File: config.mk
export PLATFORM = sky130hd
export DESIGN_NAME = xsr_ctrl
export DESIGN_NICKNAME = d
export VERILOG_FILES = /design/src/rtl/xsr_pkg.sv /design/src/rtl/xsr_ctrl.sv
export SDC_FILE = /design/constraint.sdc
export NUM_CORES = 1
export LEC_CHECK = 0
export BUFFER_PORTS_ARGS = -buffer_cell sky130_fd_sc_hd__buf_4
export CAP_MARGIN = 10
export CORE_AREA = 2 2 88 90
export DETAILED_ROUTE_END_ITERATION = 8
export DIE_AREA = 0 0 90 92
export PLACE_DENSITY = 0.46
export SKIP_LAST_GASP = 1
export SLEW_MARGIN = 10
export SYNTH_ARGS = -nofsm -noshare
export SYNTH_HDL_FRONTEND = slang
export SYNTH_SLANG_ARGS = --single-unit
File: constraint.sdc
create_clock -name clk -period 5.4 [get_ports clk]
set_clock_uncertainty 0.2 [all_clocks]
set_input_delay 1.08 -clock clk [delete_from_list [all_inputs] [get_ports clk]]
set_output_delay 1.08 -clock clk [all_outputs]
set_load 0.01 [all_outputs]
File: src/rtl/xsr_pkg.sv
// Shared types, codes and constants of the xoshiro256** generator.
`default_nettype none

package xsr_pkg;

	localparam int WORD_W    = 64;
	localparam int CFG_AW    = 4;
	localparam int DIV_STEPS = 64;
	localparam int JUMP_BITS = 256;
	localparam int MAX_TRIES = 256;
	localparam int CNT_W     = 9;

	localparam logic [CFG_AW-1:0] SEED_ADDR = CFG_AW'(0);

	localparam logic [WORD_W-1:0] MIX_GOLDEN = 64'h9e3779b97f4a7c15;
	localparam logic [WORD_W-1:0] MIX_MUL1   = 64'hbf58476d1ce4e5b9;
	localparam logic [WORD_W-1:0] MIX_MUL2   = 64'h94d049bb133111eb;

	localparam logic [JUMP_BITS-1:0] JUMP_POLY = {
		64'h39abdc4539b888b8, 64'ha9582618e03fc9aa,
		64'hd5a61266f0c9392c, 64'h180ec6d33cfd0aba
	};

	typedef struct packed {
		logic [2:0]        op;
		logic [WORD_W-1:0] bound;
		logic [1:0]        word_index;
		logic [WORD_W-1:0] word_value;
	} req_word_t;

	typedef struct packed {
		logic [WORD_W-1:0] value;
		logic              status;
	} rsp_word_t;

	typedef enum logic [2:0] {
		OP_DRAW    = 3'd0,
		OP_BOUNDED = 3'd1,
		OP_JUMP    = 3'd2,
		OP_RESEED  = 3'd3,
		OP_LOAD    = 3'd4
	} op_t;

	typedef enum logic [4:0] {
		ST_INIT,
		ST_IDLE,
		ST_DECODE,
		ST_STEP,
		ST_RAW,
		ST_CHECK,
		ST_THR_DIV,
		ST_THR_SAVE,
		ST_MOD_DIV,
		ST_JSTEP,
		ST_JFIN,
		ST_SADD,
		ST_MA,
		ST_MB,
		ST_MC,
		ST_MD,
		ST_X27,
		ST_WR,
		ST_RESULT
	} st_t;

	typedef enum logic [2:0] {
		SW_HOLD,
		SW_ADV,
		SW_JACC,
		SW_LOAD,
		SW_MIX
	} sw_op_t;

	typedef enum logic [1:0] {
		DIV_HOLD,
		DIV_LOAD_THR,
		DIV_LOAD_RAW,
		DIV_STEP
	} div_op_t;

	typedef enum logic [1:0] {
		JA_HOLD,
		JA_CLEAR,
		JA_STEP
	} ja_op_t;

	typedef enum logic [1:0] {
		MX_HOLD,
		MX_SEED,
		MX_ZERO,
		MX_ADD
	} mx_op_t;

	typedef enum logic [1:0] {
		MUL_NONE,
		MUL_LL,
		MUL_LH,
		MUL_HL
	} mul_op_t;

	typedef enum logic [1:0] {
		ACC_HOLD,
		ACC_LOAD,
		ACC_ADDHI
	} acc_op_t;

	typedef enum logic [1:0] {
		RS_ZERO,
		RS_RAW,
		RS_REM
	} res_sel_t;

	typedef struct packed {
		logic     cap;
		sw_op_t   sw_op;
		logic [1:0] wi;
		logic     raw_load;
		div_op_t  div_op;
		logic     thr_load;
		ja_op_t   ja_op;
		logic [7:0] jbit;
		mx_op_t   mx_op;
		mul_op_t  mul_op;
		logic     mul_c2;
		acc_op_t  acc_op;
		logic     z_x27;
		logic     res_load;
		res_sel_t res_sel;
		logic     res_err;
	} dp_cmd_t;

	typedef struct packed {
		logic [2:0] op;
		logic       bound_zero;
		logic       raw_ok;
	} dp_sts_t;

endpackage

`default_nettype wire

File: src/rtl/xsr_ctrl.sv
// Controller state machine that sequences draws, remainders, jumps and reseeds.
`default_nettype none

module xsr_ctrl
	import xsr_pkg::*;
(
	input  wire logic    clk,
	input  wire logic    arst_n,
	input  wire logic    req_valid,
	output logic         req_stall,
	output logic         rsp_valid,
	input  wire logic    rsp_stall,
	input  wire dp_sts_t sts,
	output dp_cmd_t      cmd
);

	st_t              st_q;
	st_t              st_d;
	logic [CNT_W-1:0] cnt_q;
	logic [1:0]       wi_q;
	logic             sec_q;
	logic             init_q;
	logic             out_valid_q;
	logic             accept;
	logic             res_go;
	logic             last_div;
	logic             last_try;

	assign req_stall = (st_q != ST_IDLE);
	assign rsp_valid = out_valid_q;
	assign accept    = req_valid && (st_q == ST_IDLE);
	assign res_go    = !out_valid_q || !rsp_stall;
	assign last_div  = (cnt_q == CNT_W'(DIV_STEPS - 1));
	assign last_try  = sts.raw_ok || (cnt_q == CNT_W'(MAX_TRIES));

	always_comb begin
		st_d = st_q;
		case (st_q)
			ST_INIT: st_d = ST_SADD;
			ST_IDLE: begin
				if (accept) begin
					st_d = ST_DECODE;
				end
			end
			ST_DECODE: begin
				case (op_t'(sts.op))
					OP_DRAW:    st_d = ST_STEP;
					OP_BOUNDED: st_d = sts.bound_zero ? ST_RESULT : ST_THR_DIV;
					OP_JUMP:    st_d = ST_JSTEP;
					OP_RESEED:  st_d = ST_SADD;
					default:    st_d = ST_RESULT;
				endcase
			end
			ST_STEP: st_d = ST_RAW;
			ST_RAW: st_d = (op_t'(sts.op) == OP_DRAW) ? ST_RESULT : ST_CHECK;
			ST_CHECK: st_d = last_try ? ST_MOD_DIV : ST_STEP;
			ST_THR_DIV: begin
				if (last_div) begin
					st_d = ST_THR_SAVE;
				end
			end
			ST_THR_SAVE: st_d = ST_STEP;
			ST_MOD_DIV: begin
				if (last_div) begin
					st_d = ST_RESULT;
				end
			end
			ST_JSTEP: begin
				if (cnt_q == CNT_W'(JUMP_BITS - 1)) begin
					st_d = ST_JFIN;
				end
			end
			ST_JFIN: st_d = ST_RESULT;
			ST_SADD: st_d = ST_MA;
			ST_MA: st_d = ST_MB;
			ST_MB: st_d = ST_MC;
			ST_MC: st_d = ST_MD;
			ST_MD: st_d = sec_q ? ST_WR : ST_X27;
			ST_X27: st_d = ST_MA;
			ST_WR: begin
				if (wi_q != 2'd3) begin
					st_d = ST_SADD;
				end else if (init_q) begin
					st_d = ST_IDLE;
				end else begin
					st_d = ST_RESULT;
				end
			end
			ST_RESULT: begin
				if (res_go) begin
					st_d = ST_IDLE;
				end
			end
			default: st_d = ST_IDLE;
		endcase
	end

	always_comb begin
		cmd          = '0;
		cmd.sw_op    = SW_HOLD;
		cmd.div_op   = DIV_HOLD;
		cmd.ja_op    = JA_HOLD;
		cmd.mx_op    = MX_HOLD;
		cmd.mul_op   = MUL_NONE;
		cmd.acc_op   = ACC_HOLD;
		cmd.res_sel  = RS_ZERO;
		cmd.wi       = wi_q;
		cmd.jbit     = cnt_q[7:0];
		cmd.mul_c2   = sec_q;
		case (st_q)
			ST_INIT: cmd.mx_op = MX_ZERO;
			ST_IDLE: cmd.cap = accept;
			ST_DECODE: begin
				case (op_t'(sts.op))
					OP_BOUNDED: cmd.div_op = DIV_LOAD_THR;
					OP_JUMP:    cmd.ja_op = JA_CLEAR;
					OP_RESEED:  cmd.mx_op = MX_SEED;
					OP_LOAD:    cmd.sw_op = SW_LOAD;
					default: begin
					end
				endcase
			end
			ST_STEP: cmd.sw_op = SW_ADV;
			ST_RAW: cmd.raw_load = 1'b1;
			ST_CHECK: begin
				if (last_try) begin
					cmd.div_op = DIV_LOAD_RAW;
				end
			end
			ST_THR_DIV: cmd.div_op = DIV_STEP;
			ST_THR_SAVE: cmd.thr_load = 1'b1;
			ST_MOD_DIV: cmd.div_op = DIV_STEP;
			ST_JSTEP: begin
				cmd.ja_op = JA_STEP;
				cmd.sw_op = SW_ADV;
			end
			ST_JFIN: cmd.sw_op = SW_JACC;
			ST_SADD: cmd.mx_op = MX_ADD;
			ST_MA: cmd.mul_op = MUL_LL;
			ST_MB: begin
				cmd.acc_op = ACC_LOAD;
				cmd.mul_op = MUL_LH;
			end
			ST_MC: begin
				cmd.acc_op = ACC_ADDHI;
				cmd.mul_op = MUL_HL;
			end
			ST_MD: cmd.acc_op = ACC_ADDHI;
			ST_X27: cmd.z_x27 = 1'b1;
			ST_WR: cmd.sw_op = SW_MIX;
			ST_RESULT: begin
				cmd.res_load = res_go;
				case (op_t'(sts.op))
					OP_DRAW: cmd.res_sel = RS_RAW;
					OP_BOUNDED: begin
						if (sts.bound_zero) begin
							cmd.res_err = 1'b1;
						end else begin
							cmd.res_sel = RS_REM;
						end
					end
					default: begin
					end
				endcase
			end
			default: begin
			end
		endcase
	end

	always_ff @(posedge clk or negedge arst_n) begin
		if (!arst_n) begin
			st_q        <= ST_INIT;
			cnt_q       <= '0;
			wi_q        <= '0;
			sec_q       <= 1'b0;
			init_q      <= 1'b1;
			out_valid_q <= 1'b0;
		end else begin
			st_q <= st_d;
			case (st_q)
				ST_INIT: begin
					wi_q  <= '0;
					sec_q <= 1'b0;
				end
				ST_DECODE: begin
					cnt_q <= '0;
					wi_q  <= '0;
					sec_q <= 1'b0;
				end
				ST_STEP, ST_THR_DIV, ST_MOD_DIV, ST_JSTEP: cnt_q <= cnt_q + 1'b1;
				ST_THR_SAVE: cnt_q <= '0;
				ST_CHECK: begin
					if (last_try) begin
						cnt_q <= '0;
					end
				end
				ST_X27: sec_q <= 1'b1;
				ST_WR: begin
					sec_q <= 1'b0;
					wi_q  <= wi_q + 1'b1;
					if (wi_q == 2'd3) begin
						init_q <= 1'b0;
					end
				end
				default: begin
				end
			endcase
			if (st_q == ST_RESULT && res_go) begin
				out_valid_q <= 1'b1;
			end else if (!rsp_stall) begin
				out_valid_q <= 1'b0;
			end
		end
	end

endmodule

`default_nettype wire

==> metrics.yaml, run 1 <==
post-cts-setup-buffer-count: 0
cp.depth: 6
antenna_found_initial: 0
num_rows: 32
grt_pass1_vias: 1768
grt_max_degree: 27
slowest_stage: "dfrtp_1"
r2r_cells: 5
fin_crit_sh_pct: 66.3
fin_setup_tns_ns: 0
wire_per_inst_um: 15.3
synthArstFlopShare_pct: 100
cap_violations: 0
drive_gt1_share_pct: 24.4
diodes: 0
hp-class: "reg -> reg"
synth.area.top_cells: "dfrtp_1 25%, nor2_1 6.1%, nand2_1 4.6%, buf_4 4.2%, nor4_1 3.2%"
ys_ff_latch: 19
netlist_instances: 227
hold_violations: 0
port_buffers: 42
final_antenna_net_count: 0
cts_root_buf: "clkbuf_8"
post-route-min-period_ns: 3.58
vias_per_cell: 5.07
dpl_cell_area_mm2: 0.00209
cts_tree: "yes"
synth.distinct_cells: 61
dpl_worst_slack_ns: 2.04
rsz0062_at_grt: "no"
start_util_pct: 24.0
drc_errors: 0
worstPathMaxFanout: 20
io_pins: 43
clk_pin_slew_ns: 0.08
synth_ff_type: "dfrtp_1"
max_freq_ghz: 0.279
grt.overflow.total: 0
path_cells: "nor2_2, nand3_1, nor2_1, nand2_1, o22ai_1, buf_4"
critPathTopFamily: "simple AND/OR/NAND/NOR gates"
yosysSeqAreaShare_pct: 26.7
yosysWarnings: 0
dr.pass1.iters: 4
die_x_um: 90
crit_type: "reg -> out"
cp.arrival_ns: 2.30
clock-sinks: 19
relSlewSlack_pct: 48.2
clockBufferDepth: 2
synth_common_cells: "29 x nor2_1, 22 x nand2_1, 18 x dfrtp_1"
clk_latency_ns: 0.26
synth_edf_count: 0
path_buf_inv: 1
core_area_mm2: 0.00745
slowest_delay_ns: 0.62
layout_setup_ws_ns: 1.82
synth_area_per_cell_um2: 7.86
routed-via-count: 1785
grt.total_usage_pct: 13.2
synth_fp_nets: 240
cts_resized: 0
setup_viol: 0
cp.required_ns: 4.12
nets: 264
synth_top_area_share_pct: 25.2
fin_area_mm2: 0.00214
cts-htree-levels: 1
drtIter0Drc: 73
r2r_setup_slack_ns: 2.90
tightest_slew_ns: 0.777
critPathCaptureType: "output pin"
synth_area_leader_cell: "dfrtp_1"
p_per_area_mw_per_mm2: 484
power_leakage_nw: 0.871
syn_to_final_growth_pct: 19.8
grt_pass1_wl_mm: 9.02
gp_congestion: 0.860
cts_buffers: 3
holdPathStages: 1
yosysMostFrequentCell: "nor2_1"
ir_drop_mv: 0.119
fp.dieH_um: 92
slew_violations: 0
die_area_mm2: 0.00828
cts_hold_buf: 0
status: "finished, final reports clean"
dp_hpwl_mm: 3.96
setup.worst_path.start_class: "flop"
synthesis.area_mm2: 0.00178
finalWirelength_mm: 5.37
## cell type report
class / count / area (µm²)
Multi-Input combinational cell: 174 / 1130
Inverter: 10 / 37.5
Tap cell: 102 / 128
Timing Repair Buffer: 43 / 323
Sequential cell: 19 / 477
Fill cell: 853 / 5310
Clock buffer: 4 / 45.0
## logic make-up (layout without fill, tap and decap cells)
logic type | after synthesis | after routing | synth area share (%)
DFF | 19 | 19 | 26.7
xor gates and xnor gates | 4 | 4 | 1.96
buffers and inverters | 34 | 57 | 10.1
adders and majority gates | 4 | 4 | 2.81
AOI/OAI and AO/OA | 49 | 49 | 19.7
and+or+nand+nor | 113 | 113 | 36.3
muxes | 4 | 4 | 2.38
## metrics by stage
stage | cells | util, % | power [mW] | hold WS [ns]
floorplan | 227 | - | 0.749 | 0.270
global placement | 348 | 28.1 | 0.943 | 0.283
detailed placement | 348 | 28.1 | 0.931 | 0.289
CTS | 352 | 28.7 | 1.04 | 0.298
global route | 352 | 28.7 | 1.13 | 0.320
finish | 352 | 28.7 | 1.03 | 0.298
## report_power, final
group	total, mW	internal, mW	switching (mW)
Combinational	0.624	0.260	0.364
Clock	0.103	0.0525	0.0501
Sequential	0.308	0.183	0.125
Total	1.03	0.495	0.539
## cell usage in the layout (no fill, tap or decap), drive strengths merged, types with 3 or more instances in the layout
cell	instances
ha	4
nor4	12
a21oi	9
nor3	13
and3	3
xnor2	4
clkbuf	4
nor2b	4
inv	10
nand3	9
nor3b	3
nand2b	4
nor2	31
dfrtp	18
o21ai	14
nand2	22
buf	43
## registers in the layout (all words and copies together), names as in the netlist
name and cells:
init_q 1, st_q 5, rsp_valid 1, wi_q 2
sec_q 1, cnt_q 9
## metal layers
layer	up-vias	GRT usage, %	wire length, µm
met5	-	0	0
met4	0	3.46	77
met3	8	2.71	304
met2	68	20.8	2350
met1	846	18.6	2640
li1	863	-	-
## final timing paths
path / from / endpoint
max in group asynchronous: arst_n / init_q
max: st_q[3] / cmd[10]
min: init_q / init_q
max reg2reg: st_q[0] / cnt_q[2]
min in group asynchronous: arst_n / cnt_q[7]
min reg2reg: init_q / init_q
Power figures use the tool's default switching activity.
==> inputs of run 2 (changes only) <==
ABC_AREA = 1   (was default)
CORE_AREA = 2 2 86 88   (was 2 2 88 90)
DIE_AREA = 0 0 88 90   (was 0 0 90 92)
clock period = 3.3 ns   (was 5.4 ns; I/O delays follow)
==> metrics.yaml, run 2 <==
diodes: 0  # unchanged
synth.area.top_cells: "dfrtp_1 26%, nand2_1 15%, nor2_1 9.0%, nand3_1 7.6%, inv_1 7.4%"
clock-sinks: 19  # unchanged
cts_tree: "yes"
synthXorXnorAreaFrac_pct: 1.53  # -0.44 points
port_buffers: 42  # unchanged
power_leakage_nw: 1.15  # +32%
yosys.area_share.simple_pct: 43.0  # +6.7 points
synth_common_cells: "68 x nand2_1, 41 x nor2_1, 34 x inv_1"
syn_to_final_growth_pct: 21.7
yosysSeqAreaShare_pct: 27.7  # +1.0 points
yosys-mux-area-fraction_pct: 0  # -2.4 points
r2r_setup_slack_ns: 0.98  # -1.92 ns
r2r_start: "cnt_q[1]"
grt_pass1_wl_mm: 8.16  # -9.6%
synth_area_per_cell_um2: 6.39  # -19%
clk_latency_ns: 0.25  # about the same
drtIter0Drc: 78  # +6.8%
clk_pin_slew_ns: 0.07  # about the same
dr.pass1.iters: 4  # unchanged
fp.dieH_um: 90  # -2.2%
mostFrequentLayoutCell: "nand2_1"
max_freq_ghz: 0.363
drc_errors: 0  # unchanged
die_area_mm2: 0.00792  # -4.3%
dp_hpwl_mm: 4.11  # +4.0%
p_per_area_mw_per_mm2: 792  # +64%
r2r_cells: 13  # +8
synth_edf_count: 0  # unchanged
drive_gt1_share_pct: 24.7  # +0.27 points
report.power.total_mw: 1.66  # +60%
regMostFlops: "cnt_q"
slew_violations: 0  # unchanged
critPathTopFamily: "flip-flops"
fin_crit_sh_pct: 83.4
yosysWarnings: 0  # unchanged
final_antenna_net_count: 0  # unchanged
worstPathMaxFanout: 8  # -60%
path_buf_inv: 2  # +1
synthAdderAreaFrac_pct: 2.91  # +0.11 points
tightest_slew_ns: 0.388  # -0.389 ns
fin_area_mm2: 0.00209  # -2.1%
synthesis.area_mm2: 0.00172  # -3.6%
startpoint: "st_q[3]"
largest_reg_flops: 9  # unchanged
mostFrequentLayoutCells: "68 x nand2_1, 42 x buf_4, 41 x nor2_1"
vias_per_cell: 4.33  # -15%
num_rows: 31  # -3.1%
slowest_delay_ns: 0.52  # -0.10 ns
post-route-min-period_ns: 2.75
clockBufferDepth: 2  # unchanged
grt_max_degree: 20  # -26%
cap_violations: 0  # unchanged
ir_drop_mv: 0.280  # +140%
hold_violations: 0  # unchanged
dpl_cell_area_mm2: 0.00205  # -2.2%
antenna_found_initial: 0  # unchanged
netlist_instances: 269  # +19%
cp.arrival_ns: 1.89  # -0.41 ns
relSlewSlack_pct: 74.0  # +26 points
path_cells: "inv_2, nand2_1, nor2_1, nand2_1, o41ai_1, buf_4"
fin_setup_tns_ns: 0  # unchanged
fillers: 793  # -7.0%
hp-class: "in -> async"
cts-htree-levels: 1  # unchanged
start_util_pct: 24.5  # +0.53 points
synth_compound_area_share_pct: 9.53  # -10 points
rsz0062_at_grt: "no"
gp_congestion: 0.881  # +2.4%
synth_ff_type: "dfrtp_1"
ys_ff_latch: 19  # unchanged
r2r-end: "st_q[0]"
critPathCaptureType: "output pin"
grt.overflow.total: 0  # unchanged
cp.depth: 6  # unchanged
synth_area_leader_cell: "dfrtp_1"
final_core_util_pct: 29.8  # +1.1 points
slowest_stage: "dfrtp_1"
synth.distinct_cells: 30  # -51%
io_pins: 43  # unchanged
grt.total_usage_pct: 12.8  # -0.45 points
synth_top_family_by_area: "simple AND/OR/NAND/NOR gates"
post-cts-setup-buffer-count: 0  # unchanged
largestRegisters: "cnt_q x9, st_q x5, wi_q x2"
cts_resized: 0  # unchanged
core_area_mm2: 0.00702  # -5.7%
cts_hold_buf: 0  # unchanged
crit_type: "reg -> out"
die_x_um: 88  # -2.2%
routed-via-count: 1727  # -3.2%
synth_fp_nets: 282  # +18%
status: "finished, final reports clean"
synthArstFlopShare_pct: 100  # unchanged
nets: 314  # +19%
setup_viol: 0  # unchanged
synth_top_area_share_pct: 26.2  # +0.96 points
cts_buffers: 3  # unchanged
grt_pass1_vias: 1667  # -5.7%
crit_end: "cmd[10]"
cts_root_buf: "clkbuf_8"
wire_per_inst_um: 12.4  # -19%
cp.required_ns: 2.44  # -1.68 ns
setup.worst_path.start_class: "flop"
finalWirelength_mm: 4.96  # -7.8%
yosysMostFrequentCell: "nand2_1"
cp_common_cell: "nand2_1"
-- run 2: logic make-up after synthesis --
logic type	count (synthesis)
simple gates	162
xor+xnor	3
compound gates	26
buf+inv	55
flops	19
fa+ha+maj	4
-- run 2: layer usage --
layer	vias up	wire (µm)	global-route usage, %	part of all wire [%]
li1	910	-	-	-
met4	0	51	3.85	1.0
met3	4	252	1.56	5.1
met5	-	0	0	0
met1	773	2310	18.2	47
met2	40	2340	20.0	47
-- run 2: worst reg2reg max path, stage by stage (launching register included) --
cell     delay, ns
dfrtp_1       0.42
ha_1          0.21
nand2_1       0.08
nor2_1        0.19
nand2_1       0.11
nor3_1        0.17
ha_1          0.17
inv_1         0.04
nand3_1       0.07
nand3_1       0.08
nor2_2        0.23
nand2_1       0.08
nor2_1        0.11
nor2_1        0.05
-- run 2: power by group --
| group | internal, mW | switching (mW) | total [mW] |
|---|---|---|---|
| clock | 0.0839 | 0.0799 | 0.164 |
| combinational | 0.373 | 0.696 | 1.07 |
| sequential | 0.304 | 0.120 | 0.424 |
| total | 0.761 | 0.896 | 1.66 |
-- run 2: final cells by class --
type                    instances  area (µm²)  area share, %
clock inverters                 1        5.00          0.239
inverters                      40         150           7.18
flip-flops and latches         19         477           22.8
multi-input cells             195         980           46.8
clock buffers                   3        41.3           1.97
repair buffers                 42         315           15.1
well taps                      99         124           5.92
-- run 2: per-stage QoR --
step / std cells / hold slack [ns] / worst slack [ns]
2_1_floorplan: 269 / 0.164 / 1.14
3_3_place_gp: 395 / 0.269 / 0.784
3_5_place_dp: 395 / 0.272 / 0.827
4_1_cts: 399 / 0.0720 / 0.523
5_1_grt: 399 / 0.0808 / 0.367
6_report: 399 / 0.0722 / 0.549
-- run 2: worst min-delay path by stage --
stage	to	slack, ns
after floorplan	cnt_q[0]	0.16
after global placement	init_q	0.27
after detailed placement	init_q	0.27
after CTS	cnt_q[7]	0.07
after global routing	cnt_q[7]	0.08
final	cnt_q[7]	0.07
==> inputs of run 3 (changes only) <==
PLACE_DENSITY = 0.48   (was 0.46)
clock period = 2.5 ns   (was 3.3 ns; I/O delays follow)
==> metrics.yaml, run 3 (synthesis results as in run 2) <==
slew_violations: 0  # unchanged
mostFrequentLayoutCells: "67 x nand2_1, 51 x buf_4, 39 x nor2_1"
crit_end: "cmd[28]"
grt_max_degree: 20  # unchanged
clockBufferDepth: 2  # unchanged
nets: 325  # +3.5%
fp.dieH_um: 90  # unchanged
dpl_worst_slack_ns: 0.172  # -0.654 ns
worstPathMaxFanout: 9  # +1
tightest_slew_ns: 0.322  # -0.0659 ns
p_per_area_mw_per_mm2: 1030  # +30%
hold_violations: 0  # unchanged
setup_viol: 0  # unchanged
report.power.total_mw: 2.28  # +38%
dpl.cell_count: 401  # +1.5%
fillers: 788  # -0.63%
core_area_mm2: 0.00702  # unchanged
r2r-end: "st_q[0]"
start_util_pct: 24.5  # unchanged
crit_type: "reg -> out"
fin_area_mm2: 0.00221  # +5.7%
drc_errors: 0  # unchanged
layout_setup_ws_ns: 0.108  # -0.441 ns
largestRegisters: "cnt_q x9, st_q x5, wi_q x2"
max_freq_ghz: 0.418
setup.worst_path.start_class: "flop"
r2r_start: "cnt_q[0]"
hp-class: "in -> reg"
cts_buffers: 3  # unchanged
cp.required_ns: 1.80  # -0.64 ns
vias_per_cell: 4.34  # +0.19%
critPathCaptureType: "output pin"
antenna_found_initial: 0  # unchanged
cap_violations: 0  # unchanged
die_x_um: 88  # unchanged
grt_pass1_vias: 1678  # +0.66%
final_antenna_net_count: 0  # unchanged
fin_crit_sh_pct: 95.7
status: "finished, final reports clean"
gp_congestion: 0.881  # about the same
grt_pass1_wl_mm: 8.07  # -1.1%
syn_to_final_growth_pct: 28.6
dr.pass1.iters: 4  # unchanged
holdPathStages: 3
dpl_cell_area_mm2: 0.00209  # +2.2%
ir_drop_mv: 0.544  # +94%
diodes: 0  # unchanged
instances_no_fill: 410  # +2.8%
largest_reg_flops: 9  # unchanged
regMostFlops: "cnt_q"
dp_hpwl_mm: 4.07  # -1.1%
cp.arrival_ns: 1.69  # -0.20 ns
wire_per_inst_um: 12.4  # -0.37%
grt.total_usage_pct: 12.6  # -0.16 points
io_pins: 43  # unchanged
post-route-min-period_ns: 2.39
port_buffers: 42  # unchanged
startpoint: "st_q[4]"
drive_gt1_share_pct: 29.3  # +4.6 points
num_rows: 31  # unchanged
die_area_mm2: 0.00792  # unchanged
relSlewSlack_pct: 78.3  # +4.3 points
cts-htree-levels: 1  # unchanged
routed-via-count: 1778  # +3.0%
r2r_setup_slack_ns: 0.33  # -0.65 ns
clk_pin_slew_ns: 0.08  # about the same
power_leakage_nw: 1.21  # +4.7%
r2r_cells: 13  # unchanged
mostFrequentLayoutCell: "nand2_1"
drtIter0Drc: 62  # -21%
clk_latency_ns: 0.26  # about the same
holdWs_ns: 0.271  # +0.199 ns
rsz0062_at_grt: "yes"
cts_tree: "yes"
grt.overflow.total: 0  # unchanged
clock-sinks: 19  # unchanged
finalWirelength_mm: 5.07  # +2.4%
cts_root_buf: "clkbuf_8"
[run 3: cell types whose count changed in the layout (fill, tap and decap cells not counted), sizes merged]
| cell | before | now |
|---|---|---|
| dlygate4sd3 | 0 | 1 |
| clkinv | 1 | 0 |
| clkinvlp | 0 | 1 |
| clkbuf | 3 | 4 |
| buf | 42 | 52 |
| inv | 40 | 39 |
[run 3: how the worst min path moves through the flow]
stage,to,slack (ns),startpoint
2_1_floorplan,cnt_q[0],0.004,arst_n
3_3_place_gp,cnt_q[7],0.20,arst_n
3_5_place_dp,cnt_q[7],0.20,arst_n
4_1_cts,rsp_valid,0.27,rsp_stall
5_1_grt,rsp_valid,0.29,rsp_stall
6_report,rsp_valid,0.27,rsp_stall
[run 3: layer usage]
metal,share of wire [%],global-route usage (%),up-vias
li1,-,-,927
met1,46,17.3,809
met2,48,20.5,38
met3,5.1,2.02,4
met4,0.57,3.21,0
met5,0,0,-
[run 3: what timing repair did]
| action | in CTS | in global routing |
|---|---|---|
| resized for setup | 2 | 6 |
| hold buffers | 1 | 0 |
| buffers inserted | 4 | 0 |
| setup endpoints to repair | 4 | 10 |
| endpoints found under the hold margin | 18 | 0 |
| pin swaps | 0 | 1 |
[run 3: worst max-delay path, stage by stage (launching register included)]
cell and delay [ns]:
dfrtp_2 0.48, clkinvlp_4 0.18, buf_12 0.16, nand2_1 0.07
nor2_1 0.07, nor2_1 0.22, nand2_1 0.10, buf_4 0.15
[run 3: layout make-up]
| type | instances | area [µm²] | area share [%] |
|---|---|---|---|
| Multi-Input combinational cell | 195 | 995 | 45.0 |
| Sequential cell | 19 | 480 | 21.7 |
| Timing Repair Buffer | 53 | 413 | 18.7 |
| Inverter | 40 | 154 | 6.96 |
| Tap cell | 99 | 124 | 5.60 |
| Clock buffer | 4 | 45.0 | 2.04 |
[run 3: through the flow]
stage / utilization (%) / setup TNS, ns
after floorplan: - / 0
after global placement: 29.8 / 0
after detailed placement: 29.8 / 0
after CTS: 31.2 / 0
after global routing: 31.5 / -0.0142
final: 31.5 / 0
[run 3: power breakdown]
part	switching [mW]	internal [mW]
Sequential	0.144	0.405
Combinational	0.945	0.569
Clock	0.107	0.113
Total	1.20	1.09
